$ cat config.mk
export PLATFORM = sky130hd
export DESIGN_NAME = magnet_signature_carriage_detector_unit
export DESIGN_NICKNAME = d
export VERILOG_FILES = /design/src/sv/mscd_pkg.sv /design/src/sv/mscd_cfg.sv /design/src/sv/mscd_core.sv /design/src/sv/magnet_signature_carriage_detector_unit.sv
export SDC_FILE = /design/constraint.sdc
export NUM_CORES = 1
export LEC_CHECK = 0
export ABC_AREA = 1
export BUFFER_PORTS_ARGS = -buffer_cell sky130_fd_sc_hd__buf_2
export CORE_AREA = 10 10 189 191
export CTS_CLUSTER_DIAMETER = 60
export DETAILED_ROUTE_END_ITERATION = 7
export DIE_AREA = 0 0 199 201
export SLEW_MARGIN = 30
export SYNTH_ARGS = -nofsm -noshare
export SYNTH_HDL_FRONTEND = slang
export SYNTH_SLANG_ARGS = --single-unit
$ cat constraint.sdc
create_clock -name clk_i -period 18.6 [get_ports clk_i]
set_input_delay 4.65 -clock clk_i [delete_from_list [all_inputs] [get_ports clk_i]]
set_output_delay 4.65 -clock clk_i [all_outputs]
set_load 0.01 [all_outputs]
$ cat src/sv/mscd_pkg.sv
// Shared types and constants for the magnet signature carriage detector.
// No dependencies; imported by every module of the block.
package mscd_pkg;

  localparam int unsigned SampleW  = 16;
  localparam int unsigned PosW     = 16;
  localparam int unsigned WindowW  = 4;
  localparam int unsigned EscapeW  = 8;
  localparam int unsigned CfgIdxW  = 3;
  localparam int unsigned CfgDataW = 16;

  // Configuration register indexes
  localparam logic [CfgIdxW-1:0] CFG_ENABLED         = 3'd0;
  localparam logic [CfgIdxW-1:0] CFG_THRESHOLD_LOW   = 3'd1;
  localparam logic [CfgIdxW-1:0] CFG_THRESHOLD_HIGH  = 3'd2;
  localparam logic [CfgIdxW-1:0] CFG_WINDOW_NEEDLES  = 3'd3;
  localparam logic [CfgIdxW-1:0] CFG_ESCAPE_DISTANCE = 3'd4;

  // Carriage classification codes
  typedef enum logic [1:0] {
    CAR_KNIT   = 2'd0,
    CAR_LACE   = 2'd1,
    CAR_GARTER = 2'd2
  } carriage_e;

  typedef struct packed {
    logic                 enabled;
    logic [SampleW-1:0]   threshold_low;
    logic [SampleW-1:0]   threshold_high;
    logic [WindowW-1:0]   window_needles;
    logic [EscapeW-1:0]   escape_distance;
  } mscd_cfg_t;

  typedef struct packed {
    logic [SampleW-1:0]   sample;
    logic signed [PosW-1:0] position;
    logic                 direction;
    logic                 belt_phase;
  } mscd_item_t;

  typedef struct packed {
    logic                 detected;
    logic [1:0]           carriage;
    logic signed [PosW-1:0] found_position;
    logic                 found_belt_phase;
    logic                 active;
  } mscd_result_t;

endpackage

$ cat src/sv/mscd_cfg.sv
// Configuration register file of the carriage detector.
// Depends on mscd_pkg; produces the register values and a detector clear pulse.
module mscd_cfg (
  input  logic                           clk_i,
  input  logic                           rst_ni,
  input  logic                           cfg_we_i,
  input  logic [mscd_pkg::CfgIdxW-1:0]   cfg_idx_i,
  input  logic [mscd_pkg::CfgDataW-1:0]  cfg_wdata_i,
  output mscd_pkg::mscd_cfg_t            cfg_o,
  output logic                           clear_o
);
  import mscd_pkg::*;

  mscd_cfg_t cfg_q, cfg_d;
  logic      hit;

  // Decode the write; any known index clears the detector
  always_comb begin
    cfg_d = cfg_q;
    hit   = 1'b0;
    if (cfg_we_i) begin
      unique case (cfg_idx_i)
        CFG_ENABLED: begin
          cfg_d.enabled = cfg_wdata_i[0];
          hit = 1'b1;
        end
        CFG_THRESHOLD_LOW: begin
          cfg_d.threshold_low = cfg_wdata_i[SampleW-1:0];
          hit = 1'b1;
        end
        CFG_THRESHOLD_HIGH: begin
          cfg_d.threshold_high = cfg_wdata_i[SampleW-1:0];
          hit = 1'b1;
        end
        CFG_WINDOW_NEEDLES: begin
          cfg_d.window_needles = cfg_wdata_i[WindowW-1:0];
          hit = 1'b1;
        end
        CFG_ESCAPE_DISTANCE: begin
          cfg_d.escape_distance = cfg_wdata_i[EscapeW-1:0];
          hit = 1'b1;
        end
        default: hit = 1'b0;
      endcase
    end
  end

  always_ff @(posedge clk_i or negedge rst_ni) begin
    if (!rst_ni) begin
      cfg_q.enabled         <= 1'b0;
      cfg_q.threshold_low   <= '0;
      cfg_q.threshold_high  <= '1;
      cfg_q.window_needles  <= 4'd3;
      cfg_q.escape_distance <= 8'd4;
    end else begin
      cfg_q <= cfg_d;
    end
  end

  assign cfg_o   = cfg_q;
  assign clear_o = hit;

endmodule

$ cat src/sv/mscd_core.sv
// Idle/hunt/escape state machine with extreme tracking and classification.
// Depends on mscd_pkg; one item is evaluated per step_i pulse.
module mscd_core (
  input  logic                  clk_i,
  input  logic                  rst_ni,
  input  mscd_pkg::mscd_cfg_t   cfg_i,
  input  logic                  clear_i,
  input  logic                  step_i,
  input  mscd_pkg::mscd_item_t  item_i,
  output mscd_pkg::mscd_result_t result_o
);
  import mscd_pkg::*;

  typedef enum logic [1:0] {
    PH_IDLE   = 2'd0,
    PH_HUNT   = 2'd1,
    PH_ESCAPE = 2'd2
  } phase_e;

  phase_e                phase_q, phase_d;
  logic [WindowW-1:0]    needles_q, needles_d;
  logic                  start_dir_q, start_dir_d;
  logic signed [PosW-1:0] trig_q, trig_d;
  logic                  cap_phase_q, cap_phase_d;
  logic [1:0]            kind_q, kind_d;
  logic                  min_valid_q, min_valid_d;
  logic [SampleW-1:0]    min_value_q, min_value_d;
  logic signed [PosW-1:0] min_pos_q, min_pos_d;
  logic                  min_first_q, min_first_d;
  logic                  max_valid_q, max_valid_d;
  logic [SampleW-1:0]    max_value_q, max_value_d;
  logic signed [PosW-1:0] max_pos_q, max_pos_d;
  logic                  det;

  // Exact absolute difference of two positions, no wrap
  function automatic logic [PosW:0] dist_f(logic signed [PosW-1:0] a,
                                           logic signed [PosW-1:0] b);
    logic [PosW:0] d;
    d = {a[PosW-1], a} - {b[PosW-1], b};
    return d[PosW] ? (~d + 1'b1) : d;
  endfunction

  // Next-state logic for one step
  always_comb begin
    phase_d     = phase_q;
    needles_d   = needles_q;
    start_dir_d = start_dir_q;
    trig_d      = trig_q;
    cap_phase_d = cap_phase_q;
    kind_d      = kind_q;
    min_valid_d = min_valid_q;
    min_value_d = min_value_q;
    min_pos_d   = min_pos_q;
    min_first_d = min_first_q;
    max_valid_d = max_valid_q;
    max_value_d = max_value_q;
    max_pos_d   = max_pos_q;
    det         = 1'b0;

    if (step_i && cfg_i.enabled) begin
      if (phase_q == PH_IDLE) begin
        // Start a hunt on a sample outside the thresholds
        phase_d     = PH_HUNT;
        needles_d   = cfg_i.window_needles;
        cap_phase_d = item_i.belt_phase;
        trig_d      = item_i.position;
        start_dir_d = item_i.direction;
        if (item_i.sample < cfg_i.threshold_low) begin
          min_valid_d = 1'b1;
          min_value_d = item_i.sample;
          min_pos_d   = item_i.position;
          min_first_d = 1'b1;
        end else if (item_i.sample > cfg_i.threshold_high) begin
          max_valid_d = 1'b1;
          max_value_d = item_i.sample;
          max_pos_d   = item_i.position;
        end else begin
          phase_d = PH_IDLE;
        end
      end else begin
        if (phase_q == PH_HUNT) begin
          if (item_i.direction == start_dir_q) begin
            needles_d = needles_q - 1'b1;
            // New minimum; restarts the window while only one pole is seen
            if (item_i.sample < cfg_i.threshold_low &&
                (!min_valid_d || item_i.sample < min_value_d)) begin
              min_valid_d = 1'b1;
              min_value_d = item_i.sample;
              min_pos_d   = item_i.position;
              cap_phase_d = item_i.belt_phase;
              if (!max_valid_d) begin
                needles_d = cfg_i.window_needles;
                trig_d    = item_i.position;
              end
            end
            // New maximum
            if (item_i.sample > cfg_i.threshold_high &&
                (!max_valid_d || item_i.sample > max_value_d)) begin
              max_valid_d = 1'b1;
              max_value_d = item_i.sample;
              max_pos_d   = item_i.position;
              cap_phase_d = item_i.belt_phase;
              if (!min_valid_d) begin
                needles_d = cfg_i.window_needles;
                trig_d    = item_i.position;
              end
            end
            // Window over: classify if the trigger lies exactly one window back
            if (needles_d == '0) begin
              if (dist_f(item_i.position, trig_d) ==
                  {{(PosW+1-WindowW){1'b0}}, cfg_i.window_needles}) begin
                if (!min_valid_d) begin
                  kind_d = CAR_KNIT;
                  trig_d = max_pos_d;
                  det    = 1'b1;
                end else if (!max_valid_d) begin
                  kind_d = CAR_LACE;
                  trig_d = min_pos_d;
                  det    = 1'b1;
                end else if (min_first_d) begin
                  kind_d = CAR_GARTER;
                  trig_d = min_pos_d;
                  det    = 1'b1;
                end
              end
              phase_d = PH_ESCAPE;
            end
          end else begin
            // Direction change
            phase_d = PH_ESCAPE;
            trig_d  = item_i.position;
          end
        end
        // Hunt or escape ends once far enough from the trigger
        if (dist_f(item_i.position, trig_d) >
            {{(PosW+1-EscapeW){1'b0}}, cfg_i.escape_distance}) begin
          phase_d     = PH_IDLE;
          min_valid_d = 1'b0;
          min_value_d = '0;
          min_pos_d   = '0;
          min_first_d = 1'b0;
          max_valid_d = 1'b0;
          max_value_d = '0;
          max_pos_d   = '0;
        end
      end
    end

    // Config write clears the detector
    if (clear_i) begin
      phase_d     = PH_IDLE;
      min_valid_d = 1'b0;
      min_value_d = '0;
      min_pos_d   = '0;
      min_first_d = 1'b0;
      max_valid_d = 1'b0;
      max_value_d = '0;
      max_pos_d   = '0;
    end
  end

  always_ff @(posedge clk_i or negedge rst_ni) begin
    if (!rst_ni) begin
      phase_q     <= PH_IDLE;
      needles_q   <= '0;
      start_dir_q <= 1'b0;
      trig_q      <= '0;
      cap_phase_q <= 1'b0;
      kind_q      <= CAR_KNIT;
      min_valid_q <= 1'b0;
      min_value_q <= '0;
      min_pos_q   <= '0;
      min_first_q <= 1'b0;
      max_valid_q <= 1'b0;
      max_value_q <= '0;
      max_pos_q   <= '0;
    end else begin
      phase_q     <= phase_d;
      needles_q   <= needles_d;
      start_dir_q <= start_dir_d;
      trig_q      <= trig_d;
      cap_phase_q <= cap_phase_d;
      kind_q      <= kind_d;
      min_valid_q <= min_valid_d;
      min_value_q <= min_value_d;
      min_pos_q   <= min_pos_d;
      min_first_q <= min_first_d;
      max_valid_q <= max_valid_d;
      max_value_q <= max_value_d;
      max_pos_q   <= max_pos_d;
    end
  end

  // Result of this step, taken from the updated state
  always_comb begin
    result_o.detected         = det;
    result_o.carriage         = kind_d;
    result_o.found_position   = trig_d;
    result_o.found_belt_phase = cap_phase_d;
    result_o.active           = min_valid_d | max_valid_d;
  end

endmodule

$ cat src/sv/magnet_signature_carriage_detector_unit.sv
// Top level of the magnet signature carriage detector: input register,
// detector core and result register. Depends on mscd_pkg, mscd_cfg, mscd_core.
//
// The block takes one item (hall sample, position, direction, belt phase) per
// clock while the result side is not stalled and returns exactly one result
// item per input item. An item is held in the input register and is evaluated
// against the detector state as it moves into the result register, from which
// its result is offered. Throughput is one item per clock while the result
// side is not stalled; the compare and update of the state machine are
// combinational. A stalled result holds the pipeline; the input register
// takes an item whenever it is empty or the result register can move.
// Configuration writes take effect on the next clock and clear the detector
// (phase and both extremes); they are to be made only while no item is in flight.
module magnet_signature_carriage_detector_unit (
  input  logic                           clk_i,
  input  logic                           rst_ni,
  // configuration
  input  logic                           cfg_we_i,
  input  logic [mscd_pkg::CfgIdxW-1:0]   cfg_idx_i,
  input  logic [mscd_pkg::CfgDataW-1:0]  cfg_wdata_i,
  // input items
  input  logic                           in_valid_i,
  output logic                           in_ready_o,
  input  logic [mscd_pkg::SampleW-1:0]   sample_i,
  input  logic signed [mscd_pkg::PosW-1:0] position_i,
  input  logic                           direction_i,
  input  logic                           belt_phase_i,
  // result items
  output logic                           out_valid_o,
  input  logic                           out_ready_i,
  output logic                           detected_o,
  output logic [1:0]                     carriage_o,
  output logic signed [mscd_pkg::PosW-1:0] found_position_o,
  output logic                           found_belt_phase_o,
  output logic                           active_o
);
  import mscd_pkg::*;

  mscd_cfg_t    cfg;
  logic         clear;
  mscd_item_t   item_q;
  logic         item_valid_q;
  mscd_result_t res_d, res_q;
  logic         res_valid_q;
  logic         res_free;
  logic         step;

  assign res_free   = !res_valid_q || out_ready_i;
  assign step       = item_valid_q && res_free;
  assign in_ready_o = !item_valid_q || res_free;

  mscd_cfg u_cfg (
    .clk_i       (clk_i),
    .rst_ni      (rst_ni),
    .cfg_we_i    (cfg_we_i),
    .cfg_idx_i   (cfg_idx_i),
    .cfg_wdata_i (cfg_wdata_i),
    .cfg_o       (cfg),
    .clear_o     (clear)
  );

  mscd_core u_core (
    .clk_i    (clk_i),
    .rst_ni   (rst_ni),
    .cfg_i    (cfg),
    .clear_i  (clear),
    .step_i   (step),
    .item_i   (item_q),
    .result_o (res_d)
  );

  // Input register
  always_ff @(posedge clk_i or negedge rst_ni) begin
    if (!rst_ni) begin
      item_valid_q <= 1'b0;
    end else if (in_ready_o) begin
      item_valid_q <= in_valid_i;
    end
  end

  always_ff @(posedge clk_i) begin
    if (in_valid_i && in_ready_o) begin
      item_q.sample     <= sample_i;
      item_q.position   <= position_i;
      item_q.direction  <= direction_i;
      item_q.belt_phase <= belt_phase_i;
    end
  end

  // Result register
  always_ff @(posedge clk_i or negedge rst_ni) begin
    if (!rst_ni) begin
      res_valid_q <= 1'b0;
    end else if (res_free) begin
      res_valid_q <= item_valid_q;
    end
  end

  always_ff @(posedge clk_i) begin
    if (step) begin
      res_q <= res_d;
    end
  end

  assign out_valid_o        = res_valid_q;
  assign detected_o         = res_q.detected;
  assign carriage_o         = res_q.carriage;
  assign found_position_o   = res_q.found_position;
  assign found_belt_phase_o = res_q.found_belt_phase;
  assign active_o           = res_q.active;

endmodule

Yosys cells after proc, flatten, opt, wreduce, memory -nomap -nowiden --
Index checks and enable logic that the tools add are counted.
Operators by class: add/sub/neg operators 5, $lt $le $gt $ge 5, equality and inequality tests 11, muxes and demuxes 125, bitwise gates (word level) 8, reductions and logical operators 39
Operators with widths (count):
- $mux 16 | 53
- $mux 4 | 11
- $mux 1 | 42
- $add 17x1->17 const B | 2
- $mux 17 | 2
- $mux 2 | 17
- $not 17->17 | 2
- $sub 16x16->17 | 2
- $gt 16x16->1 | 2
- $lt 16x16->1 | 2
- $eq 17x4->1 | 1
- $gt 17x8->1 | 1
- $reduce_bool 4->1 | 4
- $reduce_and 2->1 | 6
- $reduce_and 5->1 | 2
- $ne 3x3->1 const B | 3
- $reduce_and 3->1 | 3
- $eq 3x2->1 const B | 2
- $reduce_and 6->1 | 1
- $reduce_bool 2->1 | 3
- $reduce_or 6->1 | 1
- $logic_and 1x1->1 | 5
- $ne 5x4->1 const B | 1
- $not 1->1 | 5
- 14 further kinds | 20
Storage, ports and cells: register bits 195, bits of input ports 58, output and inout port bits 23, word-level logic and storage cells 222

Depth between registers and ports, before layout --
word-level depth 35, gate-level depth with buffers 80, depth with buffers taken out 77

By module --
A second synthesis with hierarchy kept.
Second synthesis, totals: cell total of the unflattened synthesis 1920, area total of the unflattened synthesis 14067.2 um^2
By module, submodules not included:
- mscd_core | times used 1, cells an instance 1646, area each 10364.9 um^2, seq. area each 2327.2 um^2
- mscd_cfg | times used 1, cells an instance 207, area each 1955.6 um^2, seq. area each 1149.9 um^2
- magnet_signature_carriage_detector_unit | times used 1, cells an instance 67, area each 1746.7 um^2, seq. area each 1701.6 um^2

Worst setup path before layout --
No wires, ideal clock.
kind input to output, start input port out_ready_i, end output port in_ready_o, arrival time 4.834 ns, data required time 13.950 ns, slack 9.116 ns, stages 2, path buffers 0, path through inv_1 -> nand3_1
Between the ends: cells in the longest elaborated chain, start to end 2
RTL lines:
- start: declaration | RTL line magnet_signature_carriage_detector_unit.sv:30 | input logic out_ready_i,
- $logic_or 1x1->1 | RTL line magnet_signature_carriage_detector_unit.sv:48 | assign res_free = !res_valid_q || out_ready_i;
- $logic_or 1x1->1 | RTL line magnet_signature_carriage_detector_unit.sv:50 | assign in_ready_o = !item_valid_q || res_free;
- end: declaration | RTL line magnet_signature_carriage_detector_unit.sv:23 | output logic in_ready_o,
No other way between the ends.

Worst setup path in the final report --
start register item_q[33] (netlist name), end register u_core.min_pos_q[5]
Between the ends: cells in the longest elaborated chain, start to end 34, elaborated cells on any way between the ends 64, classes of those cells 4 x add/sub; 5 x order compare; 2 x eq/ne; 43 x mux; 2 x bitwise; 8 x reduce/logical
RTL lines:
- start: declaration | RTL line magnet_signature_carriage_detector_unit.sv:41 | mscd_item_t item_q;
- $lt 16x16->1 | RTL line mscd_core.sv:86 | (!min_valid_d || item_i.sample < min_value_d)) begin
- $logic_or 1x1->1 | RTL line mscd_core.sv:86
- $logic_and 1x1->1 | RTL line mscd_core.sv:85 | if (item_i.sample < cfg_i.threshold_low &&
- $mux 1 | RTL line mscd_core.sv:85
- $mux 1 | RTL line mscd_core.sv:82 | if (item_i.direction == start_dir_q) begin
- $mux 1 | RTL line mscd_core.sv:81 | if (phase_q == PH_HUNT) begin
- $mux 1 | RTL line mscd_core.sv:61 | if (phase_q == PH_IDLE) begin
- $mux 1 | RTL line mscd_core.sv:60 | if (step_i && cfg_i.enabled) begin
- [18 not listed]
- $not 17->17 | RTL line mscd_core.sv:40 | return d[PosW] ? (~d + 1'b1) : d;
- $add 17x1->17 | RTL line mscd_core.sv:40
- $mux 17 | RTL line mscd_core.sv:40
- $gt 17x8->1 | RTL line mscd_core.sv:135 | if (dist_f(item_i.position, trig_d) >
- $mux 16 | RTL line mscd_core.sv:135
- $mux 16 | RTL line mscd_core.sv:61
- $mux 16 | RTL line mscd_core.sv:60
- $mux 16 | RTL line mscd_core.sv:150 | if (clear_i) begin
- end signal: assignment | RTL line mscd_core.sv:186 | min_pos_q <= min_pos_d;
- end: declaration | RTL line mscd_core.sv:28 | logic signed [PosW-1:0] min_pos_q, min_pos_d;
Parallel ways exist; a longest one is shown, timed or not. The select of a mux whose other input is x is not followed. A chain may end at the register's enable or synchronous reset.

==> results.txt <==
Max VDD drop: 0.1164 mV
Combined flip-flop and latch cell area: 5179 um2
Post-DP HPWL: 31080 um
Minimum setup slack after placement: 7.667 ns
Count of routing violations after the opening detailed-route iteration: 1083
Power density relative to cell area: 180.3 nW/um2
Clk_lat worst skew: 0.47 ns
Rows: 66
Post-route clock skew: 0.01650 ns
Result of the run: completed
Count of buffers from port buffering: 80
Category of the worst setup path capture point: flop
Ys async rst share: 71.79%
Post-synthesis to final-layout area growth: 10.02%
Placer Congestion: 0.9724
Placeable Area: 32040 um2
Hold WS: 0.4764 ns
Netlist area before placement: 13790 um2
TritonCTS clock tree: yes
Most instantiated flip-flop cell in the synthesis netlist: sky130_fd_sc_hd__dfrtp_1
Worst min path class: flop to flop
Number of warnings reported in the yosys synthesis log: 0
Crit path launch type: flop
Critical path's most frequent cell: sky130_fd_sc_hd__nand2_1
Req. time, crit path: 18.95 ns
Number of vias per cell after detailed routing: 5.300
Leak pwr: 7.740 nW
TritonCTS buffer count: 17
Number of distinct library cells after synthesis: 56
Synth Register Bits: 195
Wire length per cell: 17.55 um
CTS max path bufs: 2
Area occupied by multi-input gates: 7467 um2
Max H-tree Level: 4
Sequential area share after synthesis: 37.54%
Layout cells sized above 1: 11.12%
Tightest slew margin relative to the limit: 43.42%
Number of failing setup endpoints in the final timing report: 0
Pins Over Slew Limit: 0
Slew @ Worst Pin: 0.8478 ns
Overall routing resource usage: 20.74%
Number of placed I/O pins: 81
Cells after Synth: 1874
Count of max-cap constraint violations: 0
Period Utilization, post-route: 59.43%
Crit Path Class: flop to flop
Diode insertion count for antenna repair: 0
First-pass iteration count of the detailed router: 6
Detailed-route DRC error count: 0
Worst-path clk slew: 0.09 ns
Time the final worst path needs with I/O delays and setup: 11.05 ns
Final global-route overflow total: 0
Area of the die: 40000 um2
Largest fanout on the critical path: 38
Filler cell count: 3209
CP peak stage delay: 0.60 ns
Number of routed nets with antenna violations: 0
Setup TNS after final layout: 0 ns
Crit path setup slack, layout: 7.545 ns
Number of global-route vias before repair: 11620
Die boundary width: 199 um
Via count: 12460
Largest area contributor in the synthesized netlist: sky130_fd_sc_hd__dfrtp_1
Setup repair after global routing missed its margin: false
Maximum number of pins on one net before global-route repair: 78
Top cells by area in the synthesized netlist: sky130_fd_sc_hd__dfrtp_1, sky130_fd_sc_hd__nand2_1, sky130_fd_sc_hd__edfxtp_1
Hold bufs inserted after CTS: 0
CTS Sinks: 195
Wire length of the first global-routing pass: 65390 um
Post-CTS repair timing setup buffer count: 0
Syn Nets: 2038
Antenna violations before repair: 1
Number of resized instances in the post-cts repair step: 0
Vertical die dimension: 201 um
Initial core utilization: 43.05%
Highest achievable clock rate: 0.09046 GHz
Final-stage net count: 2094
Number of enable flip-flop cells after synthesis: 55
Number of hold violations in the final report: 0
Total wire length: 41270 um
Mean cell area of the mapped netlist: 7.361 um2
Slowest library cell on the worst path: sky130_fd_sc_hd__fa_1
Clock root buffer: sky130_fd_sc_hd__clkbuf_16
Data arrival, critical path: 11.40 ns
Proportion of netlist area held by the largest area contributor: 21.95%
metal layers:
metal  track usage [%]  part of all wire [%]
met1             30.83                    49
met2             29.59                    42
met3             3.956                   6.8
met4             5.887                   1.8
met5                 0                     0
power breakdown:
part	internal (W)	switching, W	total [W]
logic	0.000575	0.00111	0.00169
clock network	0.000192	0.000188	0.000380
registers	0.000577	0.0000901	0.000667
total	0.00134	0.00139	0.00274
synthesized netlist by cell type, types with 3 or more instances:
| cell | count |
|---|---|
| sky130_fd_sc_hd__o21a_1 | 7 |
| sky130_fd_sc_hd__inv_2 | 7 |
| sky130_fd_sc_hd__nand2_2 | 17 |
| sky130_fd_sc_hd__dfrtp_1 | 121 |
| sky130_fd_sc_hd__nand4_1 | 6 |
| sky130_fd_sc_hd__nand3_1 | 151 |
| sky130_fd_sc_hd__ha_1 | 104 |
| sky130_fd_sc_hd__clkbuf_1 | 37 |
| sky130_fd_sc_hd__o21bai_1 | 6 |
| sky130_fd_sc_hd__clkinv_1 | 4 |
| sky130_fd_sc_hd__edfxtp_1 | 55 |
| sky130_fd_sc_hd__inv_1 | 236 |
| sky130_fd_sc_hd__dfstp_2 | 19 |
| sky130_fd_sc_hd__o21ai_0 | 152 |
| sky130_fd_sc_hd__o22ai_1 | 3 |
| sky130_fd_sc_hd__nor2_1 | 92 |
| sky130_fd_sc_hd__nor4_1 | 3 |
| sky130_fd_sc_hd__a21oi_1 | 80 |
| sky130_fd_sc_hd__nand3b_1 | 9 |
| sky130_fd_sc_hd__nand2_4 | 4 |
| sky130_fd_sc_hd__nor2_2 | 8 |
| sky130_fd_sc_hd__a31oi_1 | 6 |
| sky130_fd_sc_hd__xnor2_1 | 11 |
| sky130_fd_sc_hd__nand3_2 | 5 |
| sky130_fd_sc_hd__or2_2 | 5 |
| sky130_fd_sc_hd__mux2i_1 | 13 |
| sky130_fd_sc_hd__xor2_1 | 25 |
| sky130_fd_sc_hd__buf_2 | 9 |
| sky130_fd_sc_hd__nor3_1 | 14 |
| sky130_fd_sc_hd__nor2_4 | 4 |
| sky130_fd_sc_hd__o21ai_1 | 6 |
| sky130_fd_sc_hd__a22oi_1 | 16 |
| sky130_fd_sc_hd__nand2_1 | 606 |
| sky130_fd_sc_hd__buf_6 | 4 |
final timing paths:
check / startpoint / endpoint / slack, ns / depth (start not counted)
min: u_core.min_value_q[3] / u_core.min_value_q[3] / 0.48 / 2
max: item_q[33] / u_core.min_pos_q[5] / 7.55 / 72
min in group asynchronous: rst_ni / u_cfg.cfg_o[36] / 4.23 / 1
min reg2reg: u_core.min_value_q[3] / u_core.min_value_q[3] / 0.48 / 2
max in group asynchronous: rst_ni / u_core.max_pos_q[15] / 13.01 / 2
max reg2reg: item_q[33] / u_core.min_pos_q[5] / 7.55 / 72
through the flow:
step                      instance area (um2)  total power, W  utilization, %  std cells
after global placement                  14560        0.002315           45.43       2319
after floorplan                         13790        0.001917               -       1874
after CTS                               15170        0.002729           47.35       2351
after detailed placement                14570        0.002337           45.49       2319
final                                   15180        0.002737           47.37       2351
after global routing                    15180        0.002997           47.37       2351
layout by cell type, fill, tap and decap left out, drive strengths merged, types with 19 or more instances in the layout:
| cell | Yosys | routed |
|---|---|---|
| nand2 | 627 | 627 |
| inv | 244 | 250 |
| o21ai | 159 | 159 |
| nand3 | 156 | 156 |
| dfrtp | 121 | 121 |
| nor2 | 106 | 106 |
| ha | 104 | 104 |
| buf | 17 | 91 |
| a21oi | 83 | 83 |
| edfxtp | 55 | 55 |
| xor2 | 25 | 25 |
| dfstp | 19 | 19 |
critical path: cells and delay by family, from the launching register on:
kind / cells / cell delay (ns)
fa+ha+maj: 7 / 2.14
xor+xnor: 1 / 0.15
flops: 1 / 0.51
buf+inv: 8 / 1.62
compound gates: 9 / 1.65
simple gates: 47 / 4.81
flip-flops by register name, indices dropped and copies added (netlist names), 4 cells and up:
signal and flops:
u_core.needles_q 4, item_q 34, u_core.min_pos_q 16, u_core.trig_q 16, u_cfg.cfg_o 45, u_core.max_pos_q 16
u_core.min_value_q 16, found_position_o 16, u_core.max_value_q 16
final cells by class:
cell class,instances,area share (%)
multi-input combinational,1377,49.20
sequential,195,34.12
inverter,248,6.150
tap,408,3.364
timing repair buffer,91,3.223
clock buffer,18,2.828
clock inverter,14,1.113
kinds of logic (layout without fill, tap and decap cells):
kind of cell | after synthesis | in the layout | synth area share (%)
buf+inv | 302 | 371 | 8.590
flops | 195 | 195 | 37.54
mux | 13 | 13 | 0.9433
simple gates | 931 | 931 | 29.06
compound gates | 291 | 291 | 11.86
fa+ha+maj | 106 | 106 | 9.723
xor+xnor | 36 | 36 | 2.286
Note: power is estimated with default switching activity, not from simulation.
